### src/rtl/jsu_pkg.sv
package jsu_pkg;

    // Decoder phase
    typedef enum logic [1:0] {
        PH_WAIT = 2'd0,
        PH_STR  = 2'd1,
        PH_ESC  = 2'd2,
        PH_HEX  = 2'd3
    } t_phase;

    // Result status codes
    typedef enum logic [2:0] {
        ST_UNIT     = 3'd0,
        ST_CLOSED   = 3'd1,
        ST_NO_QUOTE = 3'd2,
        ST_ESC_END  = 3'd3,
        ST_BAD_HEX  = 3'd4,
        ST_BAD_ESC  = 3'd5,
        ST_UNTERM   = 3'd6
    } t_status;

    // Character codes
    localparam logic [15:0] CH_QUOTE = 16'h0022;
    localparam logic [15:0] CH_BSLASH = 16'h005C;
    localparam logic [15:0] CH_SLASH = 16'h002F;
    localparam logic [15:0] CH_B = 16'h0062;
    localparam logic [15:0] CH_F = 16'h0066;
    localparam logic [15:0] CH_N = 16'h006E;
    localparam logic [15:0] CH_R = 16'h0072;
    localparam logic [15:0] CH_T = 16'h0074;
    localparam logic [15:0] CH_U = 16'h0075;
    localparam logic [15:0] CH_BS = 16'h0008;
    localparam logic [15:0] CH_FF = 16'h000C;
    localparam logic [15:0] CH_LF = 16'h000A;
    localparam logic [15:0] CH_CR = 16'h000D;
    localparam logic [15:0] CH_TAB = 16'h0009;

    // Decoder state carried between units
    typedef struct packed {
        t_phase      phase;
        logic [1:0]  hex_cnt;
        logic [11:0] hex_partial;
    } t_dec_state;

    // One step's result
    typedef struct packed {
        logic        valid;
        logic [15:0] unit;
        t_status     status;
    } t_step_res;

endpackage

### src/rtl/jsu_if.sv
// Input channel: one code unit or an end marker per transfer
interface jsu_in_if;
    logic        valid;
    logic        ready;
    logic [15:0] code_unit;
    logic        end_of_input;

    modport source (output valid, output code_unit, output end_of_input, input ready);
    modport sink (input valid, input code_unit, input end_of_input, output ready);
endinterface

// Output channel: one decoded unit or status per transfer
interface jsu_out_if;
    logic        valid;
    logic        ready;
    logic [15:0] decoded_unit;
    logic [2:0]  status;

    modport source (output valid, output decoded_unit, output status, input ready);
    modport sink (input valid, input decoded_unit, input status, output ready);
endinterface

### src/rtl/jsu_step.sv
// Next-state and result logic for one code unit
module jsu_step (
    input  jsu_pkg::t_dec_state i_state,
    input  logic [15:0]         i_code_unit,
    input  logic                i_end_of_input,
    output jsu_pkg::t_dec_state o_state,
    output jsu_pkg::t_step_res  o_res
);

    // Hex digit decode; bit 4 flags a valid digit
    function automatic logic [4:0] hex_value(input logic [15:0] c);
        logic [4:0] v;
        v = 5'd0;
        if (c >= 16'h0030 && c <= 16'h0039) begin
            v = {1'b1, c[3:0]};
        end else if ((c >= 16'h0061 && c <= 16'h0066) || (c >= 16'h0041 && c <= 16'h0046)) begin
            v = {1'b1, c[3:0] + 4'd9};
        end
        return v;
    endfunction

    logic [4:0] s_hex;

    assign s_hex = hex_value(i_code_unit);

    always_comb begin
        o_state = i_state;
        o_res   = '{valid: 1'b0, unit: 16'd0, status: jsu_pkg::ST_UNIT};

        unique case (i_state.phase)
            jsu_pkg::PH_WAIT: begin
                if (i_end_of_input || i_code_unit != jsu_pkg::CH_QUOTE) begin
                    o_res = '{valid: 1'b1, unit: 16'd0, status: jsu_pkg::ST_NO_QUOTE};
                end else begin
                    o_state.phase = jsu_pkg::PH_STR;
                end
            end

            jsu_pkg::PH_STR: begin
                priority if (i_end_of_input) begin
                    o_state.phase = jsu_pkg::PH_WAIT;
                    o_res = '{valid: 1'b1, unit: 16'd0, status: jsu_pkg::ST_UNTERM};
                end else if (i_code_unit == jsu_pkg::CH_QUOTE) begin
                    o_state.phase = jsu_pkg::PH_WAIT;
                    o_res = '{valid: 1'b1, unit: 16'd0, status: jsu_pkg::ST_CLOSED};
                end else if (i_code_unit == jsu_pkg::CH_BSLASH) begin
                    o_state.phase = jsu_pkg::PH_ESC;
                end else begin
                    o_res = '{valid: 1'b1, unit: i_code_unit, status: jsu_pkg::ST_UNIT};
                end
            end

            jsu_pkg::PH_ESC: begin
                if (i_end_of_input) begin
                    o_state.phase = jsu_pkg::PH_WAIT;
                    o_res = '{valid: 1'b1, unit: 16'd0, status: jsu_pkg::ST_ESC_END};
                end else begin
                    // single-character escapes return to the string body
                    o_state.phase = jsu_pkg::PH_STR;
                    o_res.valid   = 1'b1;
                    unique case (i_code_unit)
                        jsu_pkg::CH_QUOTE:  o_res.unit = jsu_pkg::CH_QUOTE;
                        jsu_pkg::CH_BSLASH: o_res.unit = jsu_pkg::CH_BSLASH;
                        jsu_pkg::CH_SLASH:  o_res.unit = jsu_pkg::CH_SLASH;
                        jsu_pkg::CH_B:      o_res.unit = jsu_pkg::CH_BS;
                        jsu_pkg::CH_F:      o_res.unit = jsu_pkg::CH_FF;
                        jsu_pkg::CH_N:      o_res.unit = jsu_pkg::CH_LF;
                        jsu_pkg::CH_R:      o_res.unit = jsu_pkg::CH_CR;
                        jsu_pkg::CH_T:      o_res.unit = jsu_pkg::CH_TAB;
                        jsu_pkg::CH_U: begin
                            o_state = '{phase: jsu_pkg::PH_HEX, hex_cnt: 2'd0,
                                        hex_partial: 12'd0};
                            o_res.valid = 1'b0;
                        end
                        default: begin
                            o_state.phase = jsu_pkg::PH_WAIT;
                            o_res.status  = jsu_pkg::ST_BAD_ESC;
                        end
                    endcase
                end
            end

            jsu_pkg::PH_HEX: begin
                priority if (i_end_of_input || !s_hex[4]) begin
                    o_state = '{phase: jsu_pkg::PH_WAIT, hex_cnt: 2'd0, hex_partial: 12'd0};
                    o_res = '{valid: 1'b1, unit: 16'd0, status: jsu_pkg::ST_BAD_HEX};
                end else if (i_state.hex_cnt == 2'd3) begin
                    o_state = '{phase: jsu_pkg::PH_STR, hex_cnt: 2'd0, hex_partial: 12'd0};
                    o_res = '{valid: 1'b1, unit: {i_state.hex_partial, s_hex[3:0]},
                              status: jsu_pkg::ST_UNIT};
                end else begin
                    o_state.hex_partial = {i_state.hex_partial[7:0], s_hex[3:0]};
                    o_state.hex_cnt     = i_state.hex_cnt + 2'd1;
                end
            end

            default: begin
                o_state = i_state;
            end
        endcase
    end

endmodule

### src/rtl/json_string_unescaper.sv
// JSON string escape decoder. Takes one UTF-16 code unit (or an end-of-input
// marker) per transfer and returns at most one result per item: a decoded unit
// with status 0, or a status code for a closed string or one of five errors,
// after which it waits for a new opening quote. It accepts one item every
// clock cycle; each item passes through the input register and then through
// the decode logic into the result register.
// Throughput drops only while the result register is full and not taken.
module json_string_unescaper (
    input  logic              i_clk,
    input  logic              i_rst_n,
    jsu_in_if.sink            i_in,
    jsu_out_if.source         o_out
);

    logic                r_in_valid;
    logic [15:0]         r_in_unit;
    logic                r_in_eoi;
    jsu_pkg::t_dec_state r_state;
    jsu_pkg::t_dec_state n_state;
    jsu_pkg::t_step_res  s_res;
    logic                r_out_valid;
    logic [15:0]         r_out_unit;
    jsu_pkg::t_status    r_out_status;
    logic                s_advance;

    // Decode step
    jsu_step u_step (
        .i_state        (r_state),
        .i_code_unit    (r_in_unit),
        .i_end_of_input (r_in_eoi),
        .o_state        (n_state),
        .o_res          (s_res)
    );

    // Held item moves on unless its result would hit a full, stalled output
    assign s_advance  = r_in_valid && (!s_res.valid || !r_out_valid || o_out.ready);
    assign i_in.ready = !r_in_valid || s_advance;

    // Input register
    always_ff @(posedge i_clk) begin
        if (!i_rst_n) begin
            r_in_valid <= 1'b0;
        end else if (i_in.ready) begin
            r_in_valid <= i_in.valid;
        end
        if (i_in.ready && i_in.valid) begin
            r_in_unit <= i_in.code_unit;
            r_in_eoi  <= i_in.end_of_input;
        end
    end

    // Decoder state
    always_ff @(posedge i_clk) begin
        if (!i_rst_n) begin
            r_state <= '{phase: jsu_pkg::PH_WAIT, hex_cnt: 2'd0, hex_partial: 12'd0};
        end else if (s_advance) begin
            r_state <= n_state;
        end
    end

    // Result register
    always_ff @(posedge i_clk) begin
        if (!i_rst_n) begin
            r_out_valid <= 1'b0;
        end else if (s_advance && s_res.valid) begin
            r_out_valid <= 1'b1;
        end else if (o_out.ready) begin
            r_out_valid <= 1'b0;
        end
        if (s_advance && s_res.valid) begin
            r_out_unit   <= s_res.unit;
            r_out_status <= s_res.status;
        end
    end

    assign o_out.valid        = r_out_valid;
    assign o_out.decoded_unit = r_out_unit;
    assign o_out.status       = r_out_status;

    // Hex digit count only runs inside a \u escape
    a_hex_cnt_phase: assert property (@(posedge i_clk) disable iff (!i_rst_n)
        r_state.hex_cnt != 2'd0 |-> r_state.phase == jsu_pkg::PH_HEX)
        else $error("hex count set outside hex phase");

    // Partial hex value is clear outside a \u escape
    a_hex_partial_clear: assert property (@(posedge i_clk) disable iff (!i_rst_n)
        r_state.phase != jsu_pkg::PH_HEX |-> r_state.hex_partial == 12'd0)
        else $error("stale hex partial");

    // Non-unit results carry a zero unit
    a_status_unit_zero: assert property (@(posedge i_clk) disable iff (!i_rst_n)
        r_out_valid && r_out_status != jsu_pkg::ST_UNIT |-> r_out_unit == 16'd0)
        else $error("status result with nonzero unit");

    // A stalled result is never overwritten
    a_no_overwrite: assert property (@(posedge i_clk) disable iff (!i_rst_n)
        r_out_valid && !o_out.ready |-> !(s_advance && s_res.valid))
        else $error("result overwritten while stalled");

    // Reset empties the pipeline
    a_reset_empty: assert property (@(posedge i_clk)
        !i_rst_n |=> !r_out_valid && !r_in_valid)
        else $error("pipeline not empty after reset");

endmodule
### src/flat_wrapper.sv
// flat-port wrapper written by rule: the top's interface ports become plain ports
module json_string_unescaper_flat 
  (i_clk, i_rst_n, i_in_valid, i_in_code_unit, i_in_end_of_input, i_in_ready, o_out_valid, o_out_decoded_unit, o_out_status, o_out_ready);
  jsu_in_if i_in_i ();
  jsu_out_if o_out_i ();
  input  logic i_clk;
  input  logic i_rst_n;
  input wire logic [$bits(i_in_i.valid)-1:0] i_in_valid;
  input wire logic [$bits(i_in_i.code_unit)-1:0] i_in_code_unit;
  input wire logic [$bits(i_in_i.end_of_input)-1:0] i_in_end_of_input;
  output wire logic [$bits(i_in_i.ready)-1:0] i_in_ready;
  output wire logic [$bits(o_out_i.valid)-1:0] o_out_valid;
  output wire logic [$bits(o_out_i.decoded_unit)-1:0] o_out_decoded_unit;
  output wire logic [$bits(o_out_i.status)-1:0] o_out_status;
  input wire logic [$bits(o_out_i.ready)-1:0] o_out_ready;
  assign i_in_i.valid = i_in_valid;
  assign i_in_i.code_unit = i_in_code_unit;
  assign i_in_i.end_of_input = i_in_end_of_input;
  assign i_in_ready = i_in_i.ready;
  assign o_out_valid = o_out_i.valid;
  assign o_out_decoded_unit = o_out_i.decoded_unit;
  assign o_out_status = o_out_i.status;
  assign o_out_i.ready = o_out_ready;
  json_string_unescaper u_core (.i_clk(i_clk), .i_rst_n(i_rst_n), .i_in(i_in_i), .o_out(o_out_i));
endmodule
### config.mk
export PLATFORM = sky130hd
export DESIGN_NAME = json_string_unescaper_flat
export DESIGN_NICKNAME = d
export VERILOG_FILES = /design/src/rtl/jsu_pkg.sv /design/src/rtl/jsu_if.sv /design/src/rtl/jsu_step.sv /design/src/rtl/json_string_unescaper.sv /design/src/flat_wrapper.sv
export SDC_FILE = /design/constraint.sdc
export NUM_CORES = 1
export LEC_CHECK = 0
export ABC_AREA = 0
export BUFFER_PORTS_ARGS = -buffer_cell sky130_fd_sc_hd__buf_4
export CAP_MARGIN = 10
export CORE_MARGIN = 2
export CORE_UTILIZATION = 50
export DETAILED_ROUTE_END_ITERATION = 8
export PLACE_DENSITY = 0.69
export SYNTH_ARGS = -nofsm -noshare
export SYNTH_HDL_FRONTEND = slang
export SYNTH_HIERARCHICAL = 1
export SYNTH_SLANG_ARGS = --single-unit
### constraint.sdc
create_clock -name i_clk -period 4.55 [get_ports i_clk]
set_clock_uncertainty 0.15 [all_clocks]
set_input_delay 0.455 -clock i_clk [delete_from_list [all_inputs] [get_ports i_clk]]
set_output_delay 0.455 -clock i_clk [all_outputs]
set_load 0.005 [all_outputs]
# Word-level counts from Yosys, hierarchy flattened
# Index checks and enable logic that the tools add are counted.
dict set report totals {
  regBits 54
  in_bits 21
  wordCells 87
}
dict set report op_classes {
  n_addsub 2
  n_lt_le_gt_ge 6
  eq_ne 19
  muxes 28
  reduce_logical 23
}
# operator count
set op_table {}
lappend op_table {{20-bit two-way mux} 7}
lappend op_table {{16-bit by 7-bit equality test with 1-bit output (second input constant)} 7}
lappend op_table {{20-bit one-hot mux with 4 select lines} 1}
lappend op_table {{7-bit one-hot mux with 8 select lines} 1}
lappend op_table {{14-bit two-way mux} 3}
lappend op_table {{16-bit by 6-bit equality test with 1-bit output (second input constant)} 2}
lappend op_table {{16-bit by 7-bit >= comparator with 1-bit output (second input constant)} 2}
lappend op_table {{16-bit by 7-bit less-or-equal comparator with 1-bit output (second input constant)} 2}
lappend op_table {{14-bit one-hot mux with 2 select lines} 1}
lappend op_table {{16-bit by 6-bit >= comparator with 1-bit output (second input constant)} 1}
lappend op_table {{16-bit by 6-bit less-or-equal comparator with 1-bit output (second input constant)} 1}
lappend op_table {{16-bit two-way mux} 1}
lappend op_table {{16-bit by 6-bit != test with 1-bit output (second input constant)} 1}
lappend op_table {{2-bit two-way mux} 6}
lappend op_table {{5-bit two-way mux} 2}
lappend op_table {{9-bit OR reduction} 1}
lappend op_table {{2-bit one-hot mux with 4 select lines} 1}
lappend op_table {{4-bit AND reduction} 2}
lappend op_table {{8-bit OR reduction} 1}
lappend op_table {{2-bit equality test (second input constant)} 3}
lappend op_table {{1-bit logical AND} 6}
lappend op_table {{1-bit logical OR} 6}
lappend op_table {{4-bit adder (second input constant)} 1}
lappend op_table {{1-bit zero test} 4}
lappend op_table {{other kinds (11)} 15}

# Depth between registers and ports, before layout
# Gate-level depths: netlist of run 1.
dict set report depth {
  word_depth 15
  mapped_depth 12
  ltp_nobuf 10
}

# Hierarchy
# The synthesis of run 1 kept the hierarchy.
# mod instances cells_each area_per_inst_um2 seq_area_each_um2
set by_module_without_submodules {}
lappend by_module_without_submodules {json_string_unescaper 1 117 1846.8 1441.4}
lappend by_module_without_submodules {jsu_step 1 177 1244.9 0.0}

# Least setup slack after synthesis of run 1
# No wires, ideal clock.
dict set report synth_path {
  path_type {register -> register}
  startpoint {register u_core.r_in_unit[0]}
  endpoint {register u_core.r_in_eoi, enable pin}
  setup_ns 0.375
  arrival_ns 2.776
  t_required_ns 4.025
  slack_ns 1.249
  path_stages_with_launch 12
  path_buffers 1
  period_less_slack_ns 3.301
  cell_sequence {edfxtp_1 -> inv_1 -> ha_1 -> nor3b_1 -> and4_1 -> clkbuf_1 -> nor2b_1 -> nor3_1 -> a211o_1 -> and2_1 -> nand2_1 -> and2_1}
}
# element line
set synth_rtl {}
lappend synth_rtl {{from (decl)} json_string_unescaper.sv:16} ;# logic [15:0] r_in_unit;
lappend synth_rtl {{from (signal assigned)} json_string_unescaper.sv:47} ;# r_in_unit <= i_in.code_unit;
lappend synth_rtl {{to (signal assigned)} json_string_unescaper.sv:48} ;# r_in_eoi <= i_in.end_of_input;
lappend synth_rtl {{to (decl)} json_string_unescaper.sv:17} ;# logic r_in_eoi;

==> metrics.md, run 1 <==
| Metric | Value |
|---|---|
| Status | completed |
| Max H-tree Level | 2 |
| Avg Synthesized Cell Area | around 11 sq um |
| Design area | 3500 sq um |
| CP endpoint kind | output pin |
| Vias per inst | approximately 6 |
| Met2 Usage GRT | 33.0% |
| Number of flops mapped to enable cells by yosys | 36 |
| Gate power share | about 7.7% |
| Cells after Synth | 294 |
| Pre-antenna DRT Iters | 5 |
| Num CTS Buffers | 5 |
| Post-Layout Cell Count | around 400 |
| Worst-skew pair later-pin latency | about 310 ps |
| DR iter-0 viols | roughly 380 |
| Placed Area | ~3400 sq um |
| Die height | between 80 and 90 um |
| I/O pin cnt | 42 |
| Met1 Track Usage GR | 31.5% |
| Sequential power share | between 50% and 60% |
| Yosys reg bits | 54 |
| Core Area | 5960 sq um |
| Primary FF master, synth | edfxtp_1 |
| Critical Path Start Type | flop |
| Cts hold-fix bufs | 0 |
| Synth Cell Area | 3090 sq um |
| Fillers | approximately 520 |
| Via Count | 2462 |
| Die area | 6830 sq um |
| Syn nets | 320 |
| Fin crit period | about 3700 ps |
| Remaining Overflow, GRT | 0 |
| Slew Viols, Final | 0 |
| P&R area growth vs syn | 13.3% |
| Crit path arrival time | around 3000 ps |
| Slew margin rel. | 28.7% |
| Final setup viols | 0 |
| Starting density of the core | between 50% and 60% |
| Most frequent cells in the layout | 45 x buf_4, 45 x nand2_1, 36 x edfxtp_1, 23 x a22o_1 |
| CP Class | reg2out |
| Register area share after synthesis | between 40% and 50% |
| Final net count | between 300 and 400 |
| Most used routing layer | met2 |
| DRC | 0 |
| Int Power | 739 uW |
| Net Switching | ~220 uW |
| Async SR Flop Fraction | 0% |
| Clk pwr share | between 30% and 40% |
| Die Wd | a little over 80 um |
| IO Port Bufs | 41 |
| Hold Crit Class | in2reg |
| Setup TNS | 0 ps |
| # clock sinks | 54 |
| Worst-Margin Slew | between 1000 and 1500 ps |
| Initial antenna violation count | 0 |
| GRT Total Usage | a little over a fifth |
| RSZ-0062 raised after global routing | no |
| Root Buffer | clkbuf_8 |
| Max frequency | 272 MHz |
| Hpwl dp | roughly 5000 um |
| CTS resizes | 0 |
| Final hold vios | 0 |
| Yosys top cell area share | between 30% and 40% |
| Leakage | 0.00129 uW |
| Yosys warns | 6 |
| Sw Share | a little under a quarter |
| Number of distinct library cells after synthesis | 61 |
| DRT antenna net count | 0 |
| Num rows | 28 |
| Area leader, netlist | edfxtp_1 |
| Ranking of synthesized cells by area | edfxtp_1 35%, dfxtp_1 12%, a22o_1 6.5% |
| Tcrit/Tclk final | 80.8% |
| Pwr/cell area | 273 nW/um^2 |
| Placed cell count | 394 |
| Max-Cap Viols | 0 |
| Ant. Diodes | 0 |
| CTS clk-pin slew, worst paths | about 100 ps |
| Worst endpoint required time | roughly 3900 ps |
| Largest net degree at the start of global routing | 35 |
| Final core utilization | between 50% and 60% |
| Setup bufs post-CTS | 0 |
| RePlAce Congestion | approximately 0.94 |
| First-pass GRT wire length | between 10000 and 15000 um |
| Peak VDD IR | between 0.15 and 0.2 mV |
| CP max FO | 6 |
| CTS tree | built |
| Share of cells above drive strength 1 | a little under a quarter |
| Final wirelength | around 7000 um |
| Routed WL per cell | 17.4 um |
| Met3 usage | ~5% |
| Vias in the first global route | between 2k and 2.5k |
| Clock Tree Buf Depth | 2 |
critical path, stage by stage (launching register included):
cell	delay, ps
edfxtp_1	480
inv_1	170
ha_1	290
or3b_2	460
a31oi_1	470
nor3_1	140
a31oi_1	200
a211o_1	180
and2_1	180
nand2_1	70
buf_4	140
per-stage QoR:
| step | setup slack [ps] | hold slack (ps) | power [uW] |
|---|---|---|---|
| after floorplan | 1250 | 298 | 611 |
| after global routing | 527 | 146 | 995 |
| after global placement | 1080 | 313 | 637 |
| after detailed placement | 949 | 319 | 639 |
| final | 875 | 160 | 957 |
| after CTS | 897 | 152 | 966 |
final timing paths:
path                                                      start                         endpoint  slack [ps]  depth (start not counted)
worst max register to register    u_core/r_in_unit[0]$_DFFE_PP_    u_core/r_in_unit[6]$_DFFE_PP_         950                         10
worst max-delay path              u_core/r_in_unit[0]$_DFFE_PP_                       i_in_ready         880                         10
worst min-delay path                         i_in_code_unit[12]   u_core/r_in_unit[12]$_DFFE_PP_         160                          1
worst min register to register  u_core/r_state[11]$_SDFFE_PN0P_  u_core/r_state[11]$_SDFFE_PN0P_         340                          2
routing by layer:
layer	wire length (um)	part of all wire (%)
met2	3180	45
met1	3140	45
met5	0	0
met4	138	2.0
met3	542	7.7
power groups by stage:
stage	clock, uW	combinational (uW)	sequential, uW
after global routing	358	80.5	556
after floorplan	0	55.4	556
after detailed placement	0	74.0	565
final	329	74.0	554
after CTS	338	74.2	554
after global placement	0	73.2	564
cell usage after synthesis, drive strengths merged (2+ instances only):
cell type and instances:
inv 6, nand4 5, mux2i 18, a211o 3, nand4b 2, buf 12, xnor2 3, edfxtp 36
o2111ai 2, and3 2, nand2b 2, nor4 5, nor3 6, a21oi 8, clkbuf 8, nor2b 3
a41oi 2, or3b 2, a21o 5, a22oi 2, nand3b 3, mux2 2, nand3 8, a22o 24
nand2 45, o21ai 4, nor4bb 2, or4 3, a31oi 3, or3 2, nor2 11, nor3b 5
and2 8, o22ai 4, ha 5, dfxtp 18
layout make-up:
class,count,area (sq um),area share [%]
inverter,6,22.5,0.643
timing repair buffer,45,338,9.64
sequential,54,1440,41.1
clock inverter,3,47.5,1.36
clock buffer,5,68.8,1.96
tap,75,93.8,2.68
multi-input combinational,214,1490,42.6
cells by family (layout without fill, tap and decap cells):
group,count (synthesis),in the layout,share of synthesized area [%]
and+or+nand+nor,119,119,21.9
DFF,54,54,46.6
adders and majority gates,5,5,2.02
xor gates and xnor gates,3,3,0.850
AOI/OAI and AO/OA,67,67,16.9
muxes,20,20,6.56
buffers and inverters,26,59,5.14
registers in the layout, summed over array words and instances (netlist names):
signal / cells
u_core/r_in_eoi: 1
u_core/o_out.valid: 1
u_core/r_in_unit: 16
u_core/o_out.status: 3
u_core/r_state: 16
u_core/r_in_valid: 1
u_core/o_out.decoded_unit: 16
No activity file was read; power rests on OpenSTA's default activity.
==> run 2, diff against run 1 <==
Settings changed: PLACE_DENSITY 0.69 to 0.72.
Clock period 4.55 ns to 3.32 ns, I/O delays scaled along.
==> run 2 against run 1 <==
Register-to-register slack got worse by 690 ps. Power increased by 32%. Via count increased by 4.8%. Sequential share of layout area decreased by 1.4 points. Global-route usage decreased by 0.20 points. Critical path type unchanged. Critical endpoint unchanged. Largest power group unchanged.
==> metrics.md, run 2 (synthesis gave the netlist of run 1 again) <==
| Metric | Value |
|---|---|
| Slew margin rel. | 25.7% (-3.0 points) |
| Final core utilization | 60.8% (+2.0 points) |
| Pre-antenna DRT Iters | 5 (unchanged) |
| # clock sinks | 54 (unchanged) |
| CP max FO | 5 (-1) |
| Tcrit/Tclk final | a little over nine tenths |
| Final hold vios | 0 (unchanged) |
| Placed cell count | 405 (+2.8%) |
| Critical Path Start Type | flop |
| Peak VDD IR | 0.291 mV (+73%) |
| CTS tree | built |
| Max Used Layer | met4 |
| FF/Latch Area | 1440 sq um (unchanged) |
| CTS clk-pin slew, worst paths | 100 ps (about the same) |
| Post-Layout Cell Count | 416 (+3.5%) |
| Routed WL per cell | 17.2 um (-1.4%) |
| Core Area | 5960 sq um (unchanged) |
| Max H-tree Level | 2 (unchanged) |
| Remaining Overflow, GRT | 0 (unchanged) |
| CP cell instances | inv_1 -> ha_1 -> or3b_2 -> a31oi_1 -> nor3_1 -> a31oi_1 -> a211o_1 -> and2_1 -> nand2_1 -> buf_4 |
| Most frequent cells in the layout | 58 x buf_4, 45 x nand2_1, 36 x edfxtp_1, 23 x a22o_1 |
| Slew Viols, Final | 0 (unchanged) |
| Num CTS Buffers | 5 (unchanged) |
| Hold Crit Class | in2reg |
| Commonest non-fill, non-tap cell in the layout | buf_4 |
| Crit path arrival time | 2730 ps (-340 ps) |
| Starting density of the core | 51.9% (unchanged) |
| Footprint of the multi-input gates | 1520 sq um (+1.6%) |
| Pwr/cell area | 347 nW/um^2 (+27%) |
| Dpl ws | 142 ps (-808 ps) |
| DRT antenna net count | 0 (unchanged) |
| Final net count | 366 (+4.0%) |
| Final setup viols | 0 (unchanged) |
| Via Count | 2581 (+4.8%) |
| Worst path bufs/invs | 2 (unchanged) |
| Ant. Diodes | 0 (unchanged) |
| Most used cell, CP | a31oi_1 |
| Delay of the slowest cell on the worst path | 470 ps (about the same) |
| Worst endpoint required time | 2840 ps (-1100 ps) |
| Metal-1 WL | 3110 um (-1.2%) |
| Share of cells above drive strength 1 | 27.0% (+4.3 points) |
| DRC | 0 (unchanged) |
| Initial antenna violation count | 0 (unchanged) |
| Worst-Margin Slew | 1110 ps (+49.7 ps) |
| Root Buffer | clkbuf_8 |
| Metal2 WL | 3280 um (+3.1%) |
| Die Wd | 82.6 um (unchanged) |
| Die area | 6830 sq um (unchanged) |
| Hpwl dp | 5300 um (+4.6%) |
| Final worst slack | 107 ps (-768 ps) |
| P&R area growth vs syn | 17.2% |
| IO Port Bufs | 41 (unchanged) |
| Worst-skew pair later-pin latency | 320 ps (about the same) |
| CP top delay family | simple AND/OR/NAND/NOR gates |
| Vias per inst | 6.20 (+1.3%) |
| Status | completed |
| DR iter-0 viols | 312 (-17%) |
| GRT Total Usage | 21.8% (-0.20 points) |
| I/O pin cnt | 42 (unchanged) |
| Max-Cap Viols | 0 (unchanged) |
| Vias in the first global route | 2214 (+1.2%) |
| Largest net degree at the start of global routing | 35 (unchanged) |
| Fin crit period | ~3200 ps |
| First-pass GRT wire length | 11100 um (-0.38%) |
| Max frequency | 311 MHz |
| Final wirelength | 7150 um (+2.1%) |
| RePlAce Congestion | 0.967 (+3.2%) |
| Fillers | 527 (+2.1%) |
| CP endpoint kind | output pin |
| Clock Tree Buf Depth | 2 (unchanged) |
| Routed wl met3 | 583 um (+7.6%) |
| Num rows | 28 (unchanged) |
| CP Class | reg2out |
| Slowest cell on crit path | or3b_2 |
| Die height | 82.6 um (unchanged) |
| Leakage | 0.00136 uW (+5.3%) |
## run 2: cell types whose count changed in the layout (fill, tap and decap cells not counted), sizes merged
cell / before / now
buf: 45 / 59
bufinv: 1 / 0
inv: 7 / 8
## run 2: power by group
group	leakage, uW	internal [uW]	total [uW]	switching, uW
combinational	0.000808	59.1	121	61.8
clock	0.0000491	155	381	226
sequential	0.000505	736	756	20.1
total	0.00136	950	1260	308
## run 2: metal layers
metal  vias up  track usage, %
li1       1199               -
met1      1214            30.6
met2       156            34.1
met3        12            2.93
met4         0            8.52
met5         -               0
## run 2: worst paths after layout
kind	start	to	slack, ps	cells after the start
max	u_core/r_in_unit[1]$_DFFE_PP_	i_in_ready	110	10
min	i_in_code_unit[11]	u_core/r_in_unit[11]$_DFFE_PP_	40	1
max reg2reg	u_core/r_in_unit[1]$_DFFE_PP_	u_core/o_out.decoded_unit[3]$_DFFE_PP_	260	8
min reg2reg	u_core/r_state[9]$_SDFFE_PN0P_	u_core/r_state[9]$_SDFFE_PN0P_	340	2
## run 2: area by class of cell
cell class / count / area share [%]
Clock buffer: 5 / 1.90
Clock inverter: 3 / 0.725
Inverter: 6 / 0.622
Multi-Input combinational cell: 214 / 41.8
Sequential cell: 54 / 39.8
Tap cell: 75 / 2.59
Timing Repair Buffer: 59 / 12.6
## run 2: what timing repair did
action                                  in CTS  in global routing
endpoints found under the setup margin       0                 39
buffers inserted                             0                  3
resized for setup                            0                  4
hold buffers                                 0                  0
## run 2: per-stage QoR
step           TNS [ps]  total power (uW)  hold WS [ps]  instance area (sq um)
2_1_floorplan         0               838           281                   3090
3_3_place_gp          0               883           318                   3480
3_5_place_dp          0               886           323                   3480
4_1_cts               0              1270          25.8                   3580
5_1_grt           -1.86              1310          25.4                   3620
6_report              0              1260          37.2                   3620
## run 2: worst reg2reg max path, stage by stage, from the launching register on
cell and delay [ps]:
edfxtp_1 460, ha_1 300, nor3b_2 200, and4_1 210, buf_4 160, nor3b_1 890
buf_4 310, nor2_1 60, o22ai_1 180
